==> src/tlik_pkg.sv <==
package tlik_pkg;

    localparam int CORDIC_STAGES_DEF = 16;
    localparam int TABLE_LEN         = 24;
    localparam int ROOT_BITS         = 24;
    localparam int ROOT_IN_W         = 2 * ROOT_BITS;
    localparam int NORM_IN_W         = 26;
    localparam int CORDIC_W          = 33;
    localparam int ANG_W             = 25;
    localparam int TAB_W             = 22;
    localparam int COMB_W            = 27;

    localparam logic [14:0] MOUNT_HEIGHT_RESET = 15'd512;
    localparam logic [14:0] LINK_LENGTH_RESET  = 15'd1280;

    localparam logic signed [COMB_W-1:0] DEG180_Q16 = 27'sd11796480;
    localparam logic signed [COMB_W-1:0] LIM_BASE   = 27'sd11520;
    localparam logic signed [COMB_W-1:0] LIM_JOINT  = 27'sd23040;

    typedef enum logic [0:0] {
        REG_MOUNT_HEIGHT = 1'b0,
        REG_LINK_LENGTH  = 1'b1
    } t_cfg_reg;

    // sideband through the square root pipeline
    typedef struct packed {
        logic               valid;
        logic               neg;
        logic               reach;
        logic signed [16:0] bx;
        logic signed [16:0] bz;
        logic signed [16:0] h;
    } t_root_sb;

    // sideband through the base angle CORDIC lane
    typedef struct packed {
        logic valid;
        logic neg;
        logic reach;
    } t_cord_sb;

    // atan(2^-i) in Q.16 degrees, rounded
    function automatic logic [TAB_W-1:0] atan_q16(input int unsigned i);
        logic [TAB_W-1:0] v;
        case (i)
            0:  v = 22'd2949120;
            1:  v = 22'd1740967;
            2:  v = 22'd919879;
            3:  v = 22'd466945;
            4:  v = 22'd234379;
            5:  v = 22'd117304;
            6:  v = 22'd58666;
            7:  v = 22'd29335;
            8:  v = 22'd14668;
            9:  v = 22'd7334;
            10: v = 22'd3667;
            11: v = 22'd1833;
            12: v = 22'd917;
            13: v = 22'd458;
            14: v = 22'd229;
            15: v = 22'd115;
            16: v = 22'd57;
            17: v = 22'd29;
            18: v = 22'd14;
            19: v = 22'd7;
            20: v = 22'd4;
            21: v = 22'd2;
            22: v = 22'd1;
            default: v = 22'd0;
        endcase
        return v;
    endfunction

    // Q.16 degrees to Q.7 with round half up, then clamp
    function automatic logic signed [15:0] to_q7(input logic signed [COMB_W-1:0] v,
                                                 input logic signed [COMB_W-1:0] lim);
        logic signed [COMB_W-1:0] t;
        t = (v + 27'sd256) >>> 9;
        if (t > lim) begin
            t = lim;
        end else if (t < -lim) begin
            t = -lim;
        end
        return t[15:0];
    endfunction

endpackage

==> src/tlik_front.sv <==
module tlik_front (
    input  logic                  i_clk,
    input  logic                  i_rst_n,
    input  logic                  i_en,
    input  logic                  i_valid,
    input  logic signed [15:0]    i_x,
    input  logic signed [15:0]    i_y,
    input  logic signed [15:0]    i_z,
    input  logic [14:0]           i_mount_height,
    input  logic [14:0]           i_link_length,
    output tlik_pkg::t_root_sb    o_sb,
    output logic [tlik_pkg::ROOT_IN_W-1:0] o_num_r,
    output logic [tlik_pkg::ROOT_IN_W-1:0] o_num_d,
    output logic [tlik_pkg::ROOT_IN_W-1:0] o_num_diff
);

    logic signed [16:0] w_x17;
    logic signed [16:0] w_bx;
    logic signed [16:0] w_bz;
    logic signed [16:0] w_h;
    logic               w_neg;
    logic signed [33:0] w_x2;
    logic signed [33:0] w_z2;
    logic signed [33:0] w_h2;
    logic [29:0]        w_l2;

    tlik_pkg::t_root_sb r_s1_sb;
    logic [31:0]        r_s1_x2;
    logic [31:0]        r_s1_z2;
    logic [31:0]        r_s1_h2;
    logic [29:0]        r_s1_l2;

    logic [32:0]        w_r2;
    logic [33:0]        w_d2;
    logic [31:0]        w_reach2;
    logic [31:0]        w_diff;
    tlik_pkg::t_root_sb n_s2_sb;

    tlik_pkg::t_root_sb r_s2_sb;
    logic [31:0]        r_r2;
    logic [31:0]        r_d2;
    logic [31:0]        r_diff;

    // stage 1: fold x to the right half plane, squares
    always_comb begin
        w_x17 = (i_x == 16'sd0) ? 17'sd1 : 17'(i_x);
        w_neg = w_x17[16];
        w_bx  = w_neg ? -w_x17 : w_x17;
        w_bz  = w_neg ? -17'(i_z) : 17'(i_z);
        w_h   = 17'(i_y) - $signed({2'b00, i_mount_height});
        w_x2  = w_bx * w_bx;
        w_z2  = w_bz * w_bz;
        w_h2  = w_h * w_h;
        w_l2  = i_link_length * i_link_length;
    end

    always_ff @(posedge i_clk) begin
        if (!i_rst_n) begin
            r_s1_sb <= '0;
        end else if (i_en) begin
            r_s1_sb.valid <= i_valid;
            r_s1_sb.neg   <= w_neg;
            r_s1_sb.reach <= 1'b0;
            r_s1_sb.bx    <= w_bx;
            r_s1_sb.bz    <= w_bz;
            r_s1_sb.h     <= w_h;
        end
    end

    always_ff @(posedge i_clk) begin
        if (i_en) begin
            r_s1_x2 <= w_x2[31:0];
            r_s1_z2 <= w_z2[31:0];
            r_s1_h2 <= w_h2[31:0];
            r_s1_l2 <= w_l2;
        end
    end

    // stage 2: distances and reach test
    always_comb begin
        w_r2     = {1'b0, r_s1_x2} + {1'b0, r_s1_z2};
        w_d2     = {1'b0, w_r2} + {2'b00, r_s1_h2};
        w_reach2 = {r_s1_l2, 2'b00};
        w_diff   = w_reach2 - w_d2[31:0];
        n_s2_sb       = r_s1_sb;
        n_s2_sb.reach = (w_d2 <= {2'b00, w_reach2});
    end

    always_ff @(posedge i_clk) begin
        if (!i_rst_n) begin
            r_s2_sb <= '0;
        end else if (i_en) begin
            r_s2_sb <= n_s2_sb;
        end
    end

    always_ff @(posedge i_clk) begin
        if (i_en) begin
            r_r2   <= w_r2[31:0];
            r_d2   <= w_d2[31:0];
            r_diff <= w_diff;
        end
    end

    assign o_sb       = r_s2_sb;
    assign o_num_r    = {r_r2, 16'h0000};
    assign o_num_d    = {r_d2, 16'h0000};
    assign o_num_diff = {r_diff, 16'h0000};

endmodule

==> config.mk <==
export PLATFORM = sky130hd
export DESIGN_NAME = tlik_front
export DESIGN_NICKNAME = d
export VERILOG_FILES = /design/src/tlik_pkg.sv /design/src/tlik_front.sv
export SDC_FILE = /design/constraint.sdc
export NUM_CORES = 2
export LEC_CHECK = 0
export ABC_AREA = 1
export BUFFER_PORTS_ARGS = -buffer_cell sky130_fd_sc_hd__buf_2
export CAP_MARGIN = 20
export CORE_MARGIN = 5
export CORE_UTILIZATION = 30
export CTS_CLUSTER_DIAMETER = 40
export DETAILED_ROUTE_END_ITERATION = 8
export SETUP_SLACK_MARGIN = 0.5
export SLEW_MARGIN = 20
export SYNTH_ARGS = -nofsm -noshare
export SYNTH_HDL_FRONTEND = slang
export SYNTH_SLANG_ARGS = --single-unit
==> constraint.sdc <==
create_clock -name i_clk -period 8.4 [get_ports i_clk]
set_input_delay 0.42 -clock i_clk [delete_from_list [all_inputs] [get_ports i_clk]]
set_output_delay 0.42 -clock i_clk [all_outputs]
set_load 0.05 [all_outputs]
==> results.py <==
metrics = {
    "clock_tree": {
        "cts_buffers": 61,
        "cts_tree": "built",
        "htreeDepth": 2,
        "clock_path_buffers": 3,
        "clk_pin_slew_ps": 60,
        "cts.sinks": 324,
        "clock_latency_ps": 680,
        "cts_setup_buffers": 0,
        "root_buffer": "clkbuf_16",
    },
    "synthesis": {
        "async_flop_share_pct": 0,
        "synthTopCellsByCount": "inv_1, fa_1, nand2_1, ha_1, nor2_1",
        "synth_area_leaders": "fa_1, edfxtp_1, inv_1",
        "ys.warnings.count": 0,
        "syn-cell-area_um2": 50940,
        "synth_top_area_share_pct": 35.68,
        "yosysMostFrequentCell": "inv_1",
        "ys_seq_elements": 324,
        "synth_enable_flop_cells": 217,
        "synth_cell_types": 63,
        "synthFlopType": "edfxtp_1",
        "syn_avg_cell_area_um2": 8.950,
        "seq_area_frac_synth_pct": 17.00,
        "yosysTopAreaCell": "fa_1",
        "synth_cells": 5692,
    },
    "hold_path": {
        "hp-start": "i_z[0]",
        "whs_endpoint": "r_s1_z2[0]$_DFFE_PP_",
        "hp-class": "input pin to flip-flop",
        "holdPathStages": 1,
    },
    "setup_path": {
        "r2r_cells": 29,
        "critPathCaptureType": "flip-flop",
        "slowest_delay_ps": 720,
        "required_ps": 8860,
        "crit_arrival_ps": 7760,
        "r2r-end": "r_diff[30]$_DFFE_PP_",
        "path_delay_family": "adder cells",
        "path_class": "input pin to flip-flop",
        "cp_slowest_cell": "fa_1",
        "cp.depth": 27,
        "cpMostUsedCell": "fa_1",
        "crit_buf_inv": 5,
        "r2r_start": "r_s1_x2[3]$_DFFE_PP_",
        "reg2reg_slack_ps": 1500,
        "critPathLaunchType": "input pin",
        "critPathMaxFanout": 11,
    },
    "run_status": {
        "outcome": "finished, final reports clean",
    },
    "global_routing": {
        "grt_pass1_wl_mm": 220.8,
        "track_usage_pct": 15.67,
        "antenna_found_initial": 1,
        "grt_max_degree": 69,
        "grt_pass1_vias": 39835,
        "gr-total-overflow": 0,
    },
    "placement": {
        "gp_congestion": 0.9147,
        "portBuffers": 231,
        "dpl.hpwl_mm": 118.9,
    },
    "drt": {
        "drtAntennaViolNets": 0,
        "drt_iter0_drc": 1833,
        "drc": 0,
        "wirelength_mm": 138.8,
        "vias": 37245,
        "vias_per_cell": 4.495,
        "wl_per_cell_um": 16.75,
        "drt-pass1-iter-count": 7,
    },
    "floorplanning": {
        "coreArea_um2": 169100,
        "ios": 280,
        "die_h_um": 422.1,
        "placementRows": 151,
        "die_w_um": 422.1,
        "start_util_pct": 30.13,
        "die_area_um2": 178100,
    },
    "timing": {
        "slew_headroom_pct": 25.65,
        "fin_crit_sh_pct": 86.92,
        "rsz0062_at_grt": "no",
        "maxSlewViolCount": 0,
        "clock_skew_ps": 37.45,
        "period_needed_ps": 7301,
        "final-hold-violation-count": 0,
        "fmax_mhz": 137.0,
        "worst_slew_pin_slew_ps": 1107,
        "tns_ps": 0,
        "setup_viol": 0,
    },
    "finish": {
        "fin_nets": 7467,
        "areaGrowthSynthToFinish_pct": 12.21,
        "final_layout_size_suffix_gt1_share_pct": 8.391,
    },
    "flow_run": {
        "maxCapViolations": 0,
    },
}
==> cells in the final DEF (no fill, tap or decap), types with 169 or more instances in the layout <==
| master | n |
|---|---|
| inv_1 | 1562 |
| fa_1 | 908 |
| nand2_1 | 775 |
| ha_1 | 464 |
| nor2_1 | 398 |
| a21oi_1 | 236 |
| buf_2 | 230 |
| edfxtp_1 | 217 |
| o21ai_0 | 169 |
| xor2_1 | 169 |
==> sequential cells by signal, summed over array words and instances, names as in the netlist, 31 cells and up <==
register and count:
o_sb 54, n_s2_sb 53, r_d2 32, r_r2 32, r_diff 31, r_s1_h2 31, r_s1_x2 31, r_s1_z2 31
==> stage by stage <==
stage	instance area, um2	std cells	setup slack [ps]	hold WS (ps)	utilization, %
2_1_floorplan	51320	5794	900.8	410.4	-
3_3_place_gp	55040	8167	482.7	428.8	32.55
3_5_place_dp	55040	8167	274.6	439.4	32.55
4_1_cts	57140	8284	999.6	92.90	33.79
5_1_grt	57150	8284	586.4	98.78	33.80
6_report	57160	8286	1099	125.4	33.80
==> area by class of cell <==
| class | count | area (um2) |
|---|---|---|
| tap | 2218 | 2775 |
| antenna | 2 | 5.005 |
| multi-input combinational | 3727 | 35900 |
| clock buffer | 72 | 1609 |
| clock inverter | 44 | 483.0 |
| fill | 17406 | 111900 |
| sequential | 324 | 8658 |
| inverter | 1589 | 5967 |
| timing repair buffer | 310 | 1762 |
==> routing by layer <==
metal	share of wire (%)	up-vias	global-route usage, %
li1	-	17632	-
met1	41	18530	19.25
met2	50	866	28.11
met3	4.8	217	2.355
met4	4.0	0	5.188
met5	0	-	0
==> how the worst max path moves through the flow <==
stage / start / endpoint / slack (ps)
global placement: i_x[4] / r_s1_x2[30]$_DFFE_PP_ / 480
detailed placement: i_mount_height[4] / r_s1_h2[29]$_DFFE_PP_ / 270
global route: i_x[10] / r_s1_x2[31]$_DFFE_PP_ / 590
CTS: i_mount_height[4] / r_s1_h2[29]$_DFFE_PP_ / 1000
finish: i_z[0] / r_s1_z2[29]$_DFFE_PP_ / 1100
floorplan: i_x[15] / r_s1_x2[31]$_DFFE_PP_ / 900
==> cell families (layout without fill, tap and decap cells) <==
group / Yosys count / count (layout) / synth area share (%)
DFF: 324 / 324 / 17.00
buffers and inverters: 1743 / 2015 / 13.34
AOI/OAI and AO/OA: 602 / 602 / 6.772
and+or+nand+nor: 1382 / 1382 / 11.10
xor gates and xnor gates: 267 / 267 / 4.701
other: 2 / 106 / 0.01474
adders and majority gates: 1372 / 1372 / 47.08
==> timing repair <==
action | in CTS | in global routing
endpoints found under the setup margin | 0 | 4
hold buffers | 1 | 0
hold endpoints to repair | 1 | 0
resized for setup | 0 | 3
Power is left out: the tool's default activity adds up to more than one toggle a clock period on the data nets, which glitch-free logic cannot reach.
