===== config.mk =====
export PLATFORM = sky130hd
export DESIGN_NAME = tlik_cordic
export DESIGN_NICKNAME = d
export VERILOG_FILES = /design/src/tlik_pkg.sv /design/src/tlik_cordic.sv
export SDC_FILE = /design/constraint.sdc
export NUM_CORES = 2
export LEC_CHECK = 0
export BUFFER_PORTS_ARGS = -buffer_cell sky130_fd_sc_hd__buf_2
export CAP_MARGIN = 25
export CELL_PAD_IN_SITES_DETAIL_PLACEMENT = 1
export CELL_PAD_IN_SITES_GLOBAL_PLACEMENT = 1
export CORE_MARGIN = 2
export CORE_UTILIZATION = 45
export DETAILED_ROUTE_END_ITERATION = 8
export PLACE_DENSITY = 0.71
export REMOVE_ABC_BUFFERS = 1
export SLEW_MARGIN = 30
export SYNTH_ARGS = -nofsm -noshare
export SYNTH_HDL_FRONTEND = slang
export SYNTH_SLANG_ARGS = --single-unit

===== constraint.sdc =====
create_clock -name i_clk -period 7.45 [get_ports i_clk]
set_clock_uncertainty 0.05 [all_clocks]
set_input_delay 0.745 -clock i_clk [delete_from_list [all_inputs] [get_ports i_clk]]
set_output_delay 0.745 -clock i_clk [all_outputs]
set_load 0.01 [all_outputs]

===== src/tlik_pkg.sv =====
package tlik_pkg;

    localparam int CORDIC_STAGES_DEF = 16;
    localparam int TABLE_LEN         = 24;
    localparam int ROOT_BITS         = 24;
    localparam int ROOT_IN_W         = 2 * ROOT_BITS;
    localparam int NORM_IN_W         = 26;
    localparam int CORDIC_W          = 33;
    localparam int ANG_W             = 25;
    localparam int TAB_W             = 22;
    localparam int COMB_W            = 27;

    localparam logic [14:0] MOUNT_HEIGHT_RESET = 15'd512;
    localparam logic [14:0] LINK_LENGTH_RESET  = 15'd1280;

    localparam logic signed [COMB_W-1:0] DEG180_Q16 = 27'sd11796480;
    localparam logic signed [COMB_W-1:0] LIM_BASE   = 27'sd11520;
    localparam logic signed [COMB_W-1:0] LIM_JOINT  = 27'sd23040;

    typedef enum logic [0:0] {
        REG_MOUNT_HEIGHT = 1'b0,
        REG_LINK_LENGTH  = 1'b1
    } t_cfg_reg;

    // sideband through the square root pipeline
    typedef struct packed {
        logic               valid;
        logic               neg;
        logic               reach;
        logic signed [16:0] bx;
        logic signed [16:0] bz;
        logic signed [16:0] h;
    } t_root_sb;

    // sideband through the base angle CORDIC lane
    typedef struct packed {
        logic valid;
        logic neg;
        logic reach;
    } t_cord_sb;

    // atan(2^-i) in Q.16 degrees, rounded
    function automatic logic [TAB_W-1:0] atan_q16(input int unsigned i);
        logic [TAB_W-1:0] v;
        case (i)
            0:  v = 22'd2949120;
            1:  v = 22'd1740967;
            2:  v = 22'd919879;
            3:  v = 22'd466945;
            4:  v = 22'd234379;
            5:  v = 22'd117304;
            6:  v = 22'd58666;
            7:  v = 22'd29335;
            8:  v = 22'd14668;
            9:  v = 22'd7334;
            10: v = 22'd3667;
            11: v = 22'd1833;
            12: v = 22'd917;
            13: v = 22'd458;
            14: v = 22'd229;
            15: v = 22'd115;
            16: v = 22'd57;
            17: v = 22'd29;
            18: v = 22'd14;
            19: v = 22'd7;
            20: v = 22'd4;
            21: v = 22'd2;
            22: v = 22'd1;
            default: v = 22'd0;
        endcase
        return v;
    endfunction

    // Q.16 degrees to Q.7 with round half up, then clamp
    function automatic logic signed [15:0] to_q7(input logic signed [COMB_W-1:0] v,
                                                 input logic signed [COMB_W-1:0] lim);
        logic signed [COMB_W-1:0] t;
        t = (v + 27'sd256) >>> 9;
        if (t > lim) begin
            t = lim;
        end else if (t < -lim) begin
            t = -lim;
        end
        return t[15:0];
    endfunction

endpackage


===== src/tlik_cordic.sv =====
module tlik_cordic #(
    parameter int STAGES = tlik_pkg::CORDIC_STAGES_DEF,
    parameter int SB_W   = 1
) (
    input  logic                                  i_clk,
    input  logic                                  i_rst_n,
    input  logic                                  i_en,
    input  logic signed [tlik_pkg::NORM_IN_W-1:0] i_x,
    input  logic signed [tlik_pkg::NORM_IN_W-1:0] i_y,
    input  logic [SB_W-1:0]                       i_sb,
    output logic signed [tlik_pkg::ANG_W-1:0]     o_angle,
    output logic [SB_W-1:0]                       o_sb
);

    localparam int CW    = tlik_pkg::CORDIC_W;
    localparam int AW    = tlik_pkg::ANG_W;
    localparam int NROT  = (STAGES > tlik_pkg::TABLE_LEN) ? tlik_pkg::TABLE_LEN : STAGES;
    localparam int NNORM = 5;

    typedef struct packed {
        logic signed [CW-1:0] x;
        logic signed [CW-1:0] y;
        logic signed [AW-1:0] acc;
        logic                 zero;
    } t_cv;

    // double until one magnitude reaches 2^28, in binary steps of s
    function automatic t_cv norm_step(input t_cv v, input int s, input logic last);
        t_cv                  o;
        logic signed [CW-1:0] lim;
        logic                 lo_mag;
        o      = v;
        lim    = CW'(1) << (28 - s);
        lo_mag = (v.x < lim) && (v.x > -lim) && (v.y < lim) && (v.y > -lim);
        if (last) begin
            o.x = lo_mag ? (v.x <<< 2) : (v.x <<< 1);
            o.y = lo_mag ? (v.y <<< 2) : (v.y <<< 1);
        end else if (lo_mag) begin
            o.x = v.x <<< s;
            o.y = v.y <<< s;
        end
        return o;
    endfunction

    function automatic t_cv rot_step(input t_cv v, input int i);
        t_cv                  o;
        logic signed [CW-1:0] dx;
        logic signed [CW-1:0] dy;
        logic signed [AW-1:0] tab;
        o   = v;
        dx  = v.y >>> i;
        dy  = v.x >>> i;
        tab = $signed({{(AW-tlik_pkg::TAB_W){1'b0}}, tlik_pkg::atan_q16(i)});
        if (!v.y[CW-1]) begin
            o.x   = v.x + dx;
            o.y   = v.y - dy;
            o.acc = v.acc + tab;
        end else begin
            o.x   = v.x - dx;
            o.y   = v.y + dy;
            o.acc = v.acc - tab;
        end
        return o;
    endfunction

    t_cv             w_in;
    t_cv             r_n  [0:NNORM-1];
    t_cv             r_c  [0:NROT-1];
    logic [SB_W-1:0] r_sb [0:NNORM+NROT-1];

    always_comb begin
        w_in.x    = CW'(i_x);
        w_in.y    = CW'(i_y);
        w_in.acc  = '0;
        w_in.zero = (i_x == '0) && (i_y == '0);
    end

    for (genvar j = 0; j < NNORM; j++) begin : g_norm
        if (j == 0) begin : g_first
            always_ff @(posedge i_clk) begin
                if (i_en) begin
                    r_n[0] <= norm_step(w_in, 16, 1'b0);
                end
            end
        end else begin : g_next
            always_ff @(posedge i_clk) begin
                if (i_en) begin
                    r_n[j] <= norm_step(r_n[j-1], 16 >> j, (j == NNORM - 1));
                end
            end
        end
    end

    for (genvar i = 0; i < NROT; i++) begin : g_rot
        if (i == 0) begin : g_first
            always_ff @(posedge i_clk) begin
                if (i_en) begin
                    r_c[0] <= rot_step(r_n[NNORM-1], 0);
                end
            end
        end else begin : g_next
            always_ff @(posedge i_clk) begin
                if (i_en) begin
                    r_c[i] <= rot_step(r_c[i-1], i);
                end
            end
        end
    end

    for (genvar k = 0; k < NNORM + NROT; k++) begin : g_sb
        if (k == 0) begin : g_first
            always_ff @(posedge i_clk) begin
                if (!i_rst_n) begin
                    r_sb[0] <= '0;
                end else if (i_en) begin
                    r_sb[0] <= i_sb;
                end
            end
        end else begin : g_next
            always_ff @(posedge i_clk) begin
                if (!i_rst_n) begin
                    r_sb[k] <= '0;
                end else if (i_en) begin
                    r_sb[k] <= r_sb[k-1];
                end
            end
        end
    end

    assign o_angle = r_c[NROT-1].zero ? '0 : r_c[NROT-1].acc;
    assign o_sb    = r_sb[NNORM+NROT-1];

endmodule


==> results.yml <==
floorplan:
  dieHeight_um: 534
  initial_core_util: 0.453
  die_w_um: 534
  coreArea_um2: 280000
  pin_count: 82
  dieArea_um2: 286000
  rows: 194
synth:
  netlist_area_um2: 127000
  syn_area_per_cell_um2: 9.85
  ys.flop_type: "edfxtp_1"
  synth_top_family_by_area: "compound AO/OA/AOI/OAI gates"
  synth-async-reset-ratio: 0
  synthesis.instances: 12800
  ys_types: 104
  netlist.area_leader.share: 0.385
  synth_xor_area_frac: 0.117
  synth_commonest_cells: "1624 x edfxtp_1, 1314 x a21oi_1, 1308 x ha_1"
  ys_warn_count: 0
  synth_area_leader_cell: "edfxtp_1"
  synth-compound-area-share: 0.175
  synth_most_common_cell: "edfxtp_1"
  ys_top_cells_by_area: "edfxtp_1 39%, ha_1 13%, xnor2_1 7.5%"
  synthAdderAreaFrac: 0.135
  ys_ff_latch: 1625
  muxShareOfSynthArea: 0.0248
  synth_simple_gate_area_share: 0.137
  synth-edff-count: 1624
  ys_seq_area_frac: 0.385
setup_path:
  crit_family: "compound AO/OA/AOI/OAI gates"
  crit_buf_inv: 1
  worst_ep_required_time_ns: 7.98
  worst-path-max-fanout: 5
  end_kind: "flop"
  crit_top_cell: "nor2_1"
  crit_arrival_ns: 6.15
  cp_slowest_cell: "edfxtp_1"
  crit_chain: "inv_1, ha_1, nand2_1, nor3_1, nor3b_1, nor2_1, xnor2_1, ha_1, a21o_1, a21o_1, a21oi_1, nor2_1, a221o_1, o21ai_0, o2111a_1, nor3_1, nor2_1, o21ai_0, xor2_1"
  start_kind: "flop"
  worst-setup-path-type: "flop to flop"
  slowest_delay_ns: 0.52
clock_tree:
  cts_sinks: 1625
  cts_tree: "done"
  clockRootBuffer: "clkbuf_16"
  cts_buffers: 197
  clock_latency_ns: 0.90
  clk_pin_slew_ns: 0.06
  hold_buffers: 0
  cts_resized: 0
  cts_setup_buffers: 0
  clk_path_buf_depth: 4
  htree_levels: 4
sta:
  tns_ns: 0
  rsz0062_at_grt: "no"
  setup_viol: 0
  min_period_ns: 5.62
  fin_ws_ns: 1.83
  relSlewSlack: 0.296
  worst_slew_pin_slew_ns: 1.06
  hold_violations: 0
  finalCritPeriodShare: 0.755
  fmax_mhz: 178
  maxSlewViolCount: 0
status:
  status: "finished, final reports clean"
placed_design:
  pre_cts_ws_ns: 1.98
  io_buffers: 80
  place_congestion: 0.919
  hpwlAfterDp_um: 293000
detailed_routing:
  drtIter0Drc: 6342
  vias_per_cell: 5.90
  vias: 99100
  ant_nets: 0
  routedWlPerCell_um: 22.2
  dr.pass1.iters: 5
  routed_wirelength_um: 373000
  drc: 0
hold_path:
  hp-class: "input port to flop"
run:
  max_cap_viol_count: 0
grt:
  grt_pass1_vias: 101000
  grt-ovfl-total: 0
  track_usage: 0.254
  antenna_found_initial: 7
  grt_pass1_wl_um: 585000
  grt_start_max_net_pins: 176
layout:
  area_delta_synth_final_pct: 8.73
  drive_gt1_frac: 0.0617
  nets: 14300
## worst paths after layout
kind                          from               endpoint  slack (ns)  cells after the start
min reg2reg  r_c[1][552]$_DFFE_PP_  r_c[1][644]$_DFFE_PP_        0.37                      0
min                        i_x[25]   r_n[0][89]$_DFFE_PP_        0.13                      1
max reg2reg   r_c[1][68]$_DFFE_PP_  r_c[1][150]$_DFFE_PP_        1.83                     19
max           r_c[1][68]$_DFFE_PP_  r_c[1][150]$_DFFE_PP_        1.83                     19
## metal layers
metal	vias up	GRT usage	routed length (µm)	part of all wire
li1	47500	-	-	-
met1	49500	0.363	179000	0.48
met2	1619	0.413	171000	0.46
met3	391	0.0245	14600	0.039
met4	2	0.0592	8490	0.023
met5	-	0	13	0.000035
## cells in the final DEF, fill, tap and decap left out, types with 50 or more instances in the layout
| cell type | n |
|---|---|
| nor2_1 | 1186 |
| o21bai_1 | 153 |
| nand2_1 | 581 |
| o21ai_0 | 580 |
| a21o_1 | 545 |
| nand3_1 | 190 |
| o21a_1 | 163 |
| ha_1 | 1308 |
| xnor2_1 | 1078 |
| buf_4 | 50 |
| a21oi_1 | 1312 |
| inv_1 | 526 |
| nand2b_1 | 193 |
| mux2_2 | 251 |
| buf_2 | 80 |
| a31oi_1 | 152 |
| edfxtp_1 | 1624 |
| nor3_1 | 353 |
| nand4_1 | 126 |
| o31ai_1 | 55 |
| nor4_1 | 149 |
| and2_1 | 76 |
| or3_1 | 69 |
| and3_1 | 124 |
| clkbuf_16 | 197 |
| xor2_1 | 617 |
| nor2b_1 | 286 |
| o211ai_1 | 56 |
| a211oi_1 | 85 |
## metrics by stage
stage | hold WS [ns] | std cells | util | area, µm²
3_3_place_gp | 0.353 | 16400 | 0.469 | 131000
2_1_floorplan | 0.350 | 12600 | - | 125000
4_1_cts | 0.0418 | 16800 | 0.492 | 138000
6_report | 0.127 | 16800 | 0.492 | 138000
3_5_place_dp | 0.356 | 16400 | 0.469 | 131000
5_1_grt | 0.107 | 16800 | 0.492 | 138000
## registers in the layout, summed over array words and instances, names as in the netlist
signal  count
r_n       333
r_c      1271
r_sb       21
## layout make-up
cell class / count / area [µm²]
Inverter: 534 / 2000
Clock inverter: 129 / 1290
Multi-Input combinational cell: 10400 / 74800
Timing Repair Buffer: 146 / 1060
Sequential cell: 1625 / 48800
Fill cell: 31200 / 142000
Antenna cell: 1 / 2.50
Clock buffer: 223 / 5030
Tap cell: 3724 / 4660
## logic make-up after synthesis
kind of cell / after synthesis
AOI/OAI and AO/OA: 3533
xor gates and xnor gates: 1695
adders and majority gates: 1347
buffers and inverters: 824
DFF: 1625
muxes: 282
other: 1
and+or+nand+nor: 3540
Power is not shown: default switching activity piles up to over one toggle a cycle in this logic, so the estimate is an artifact.
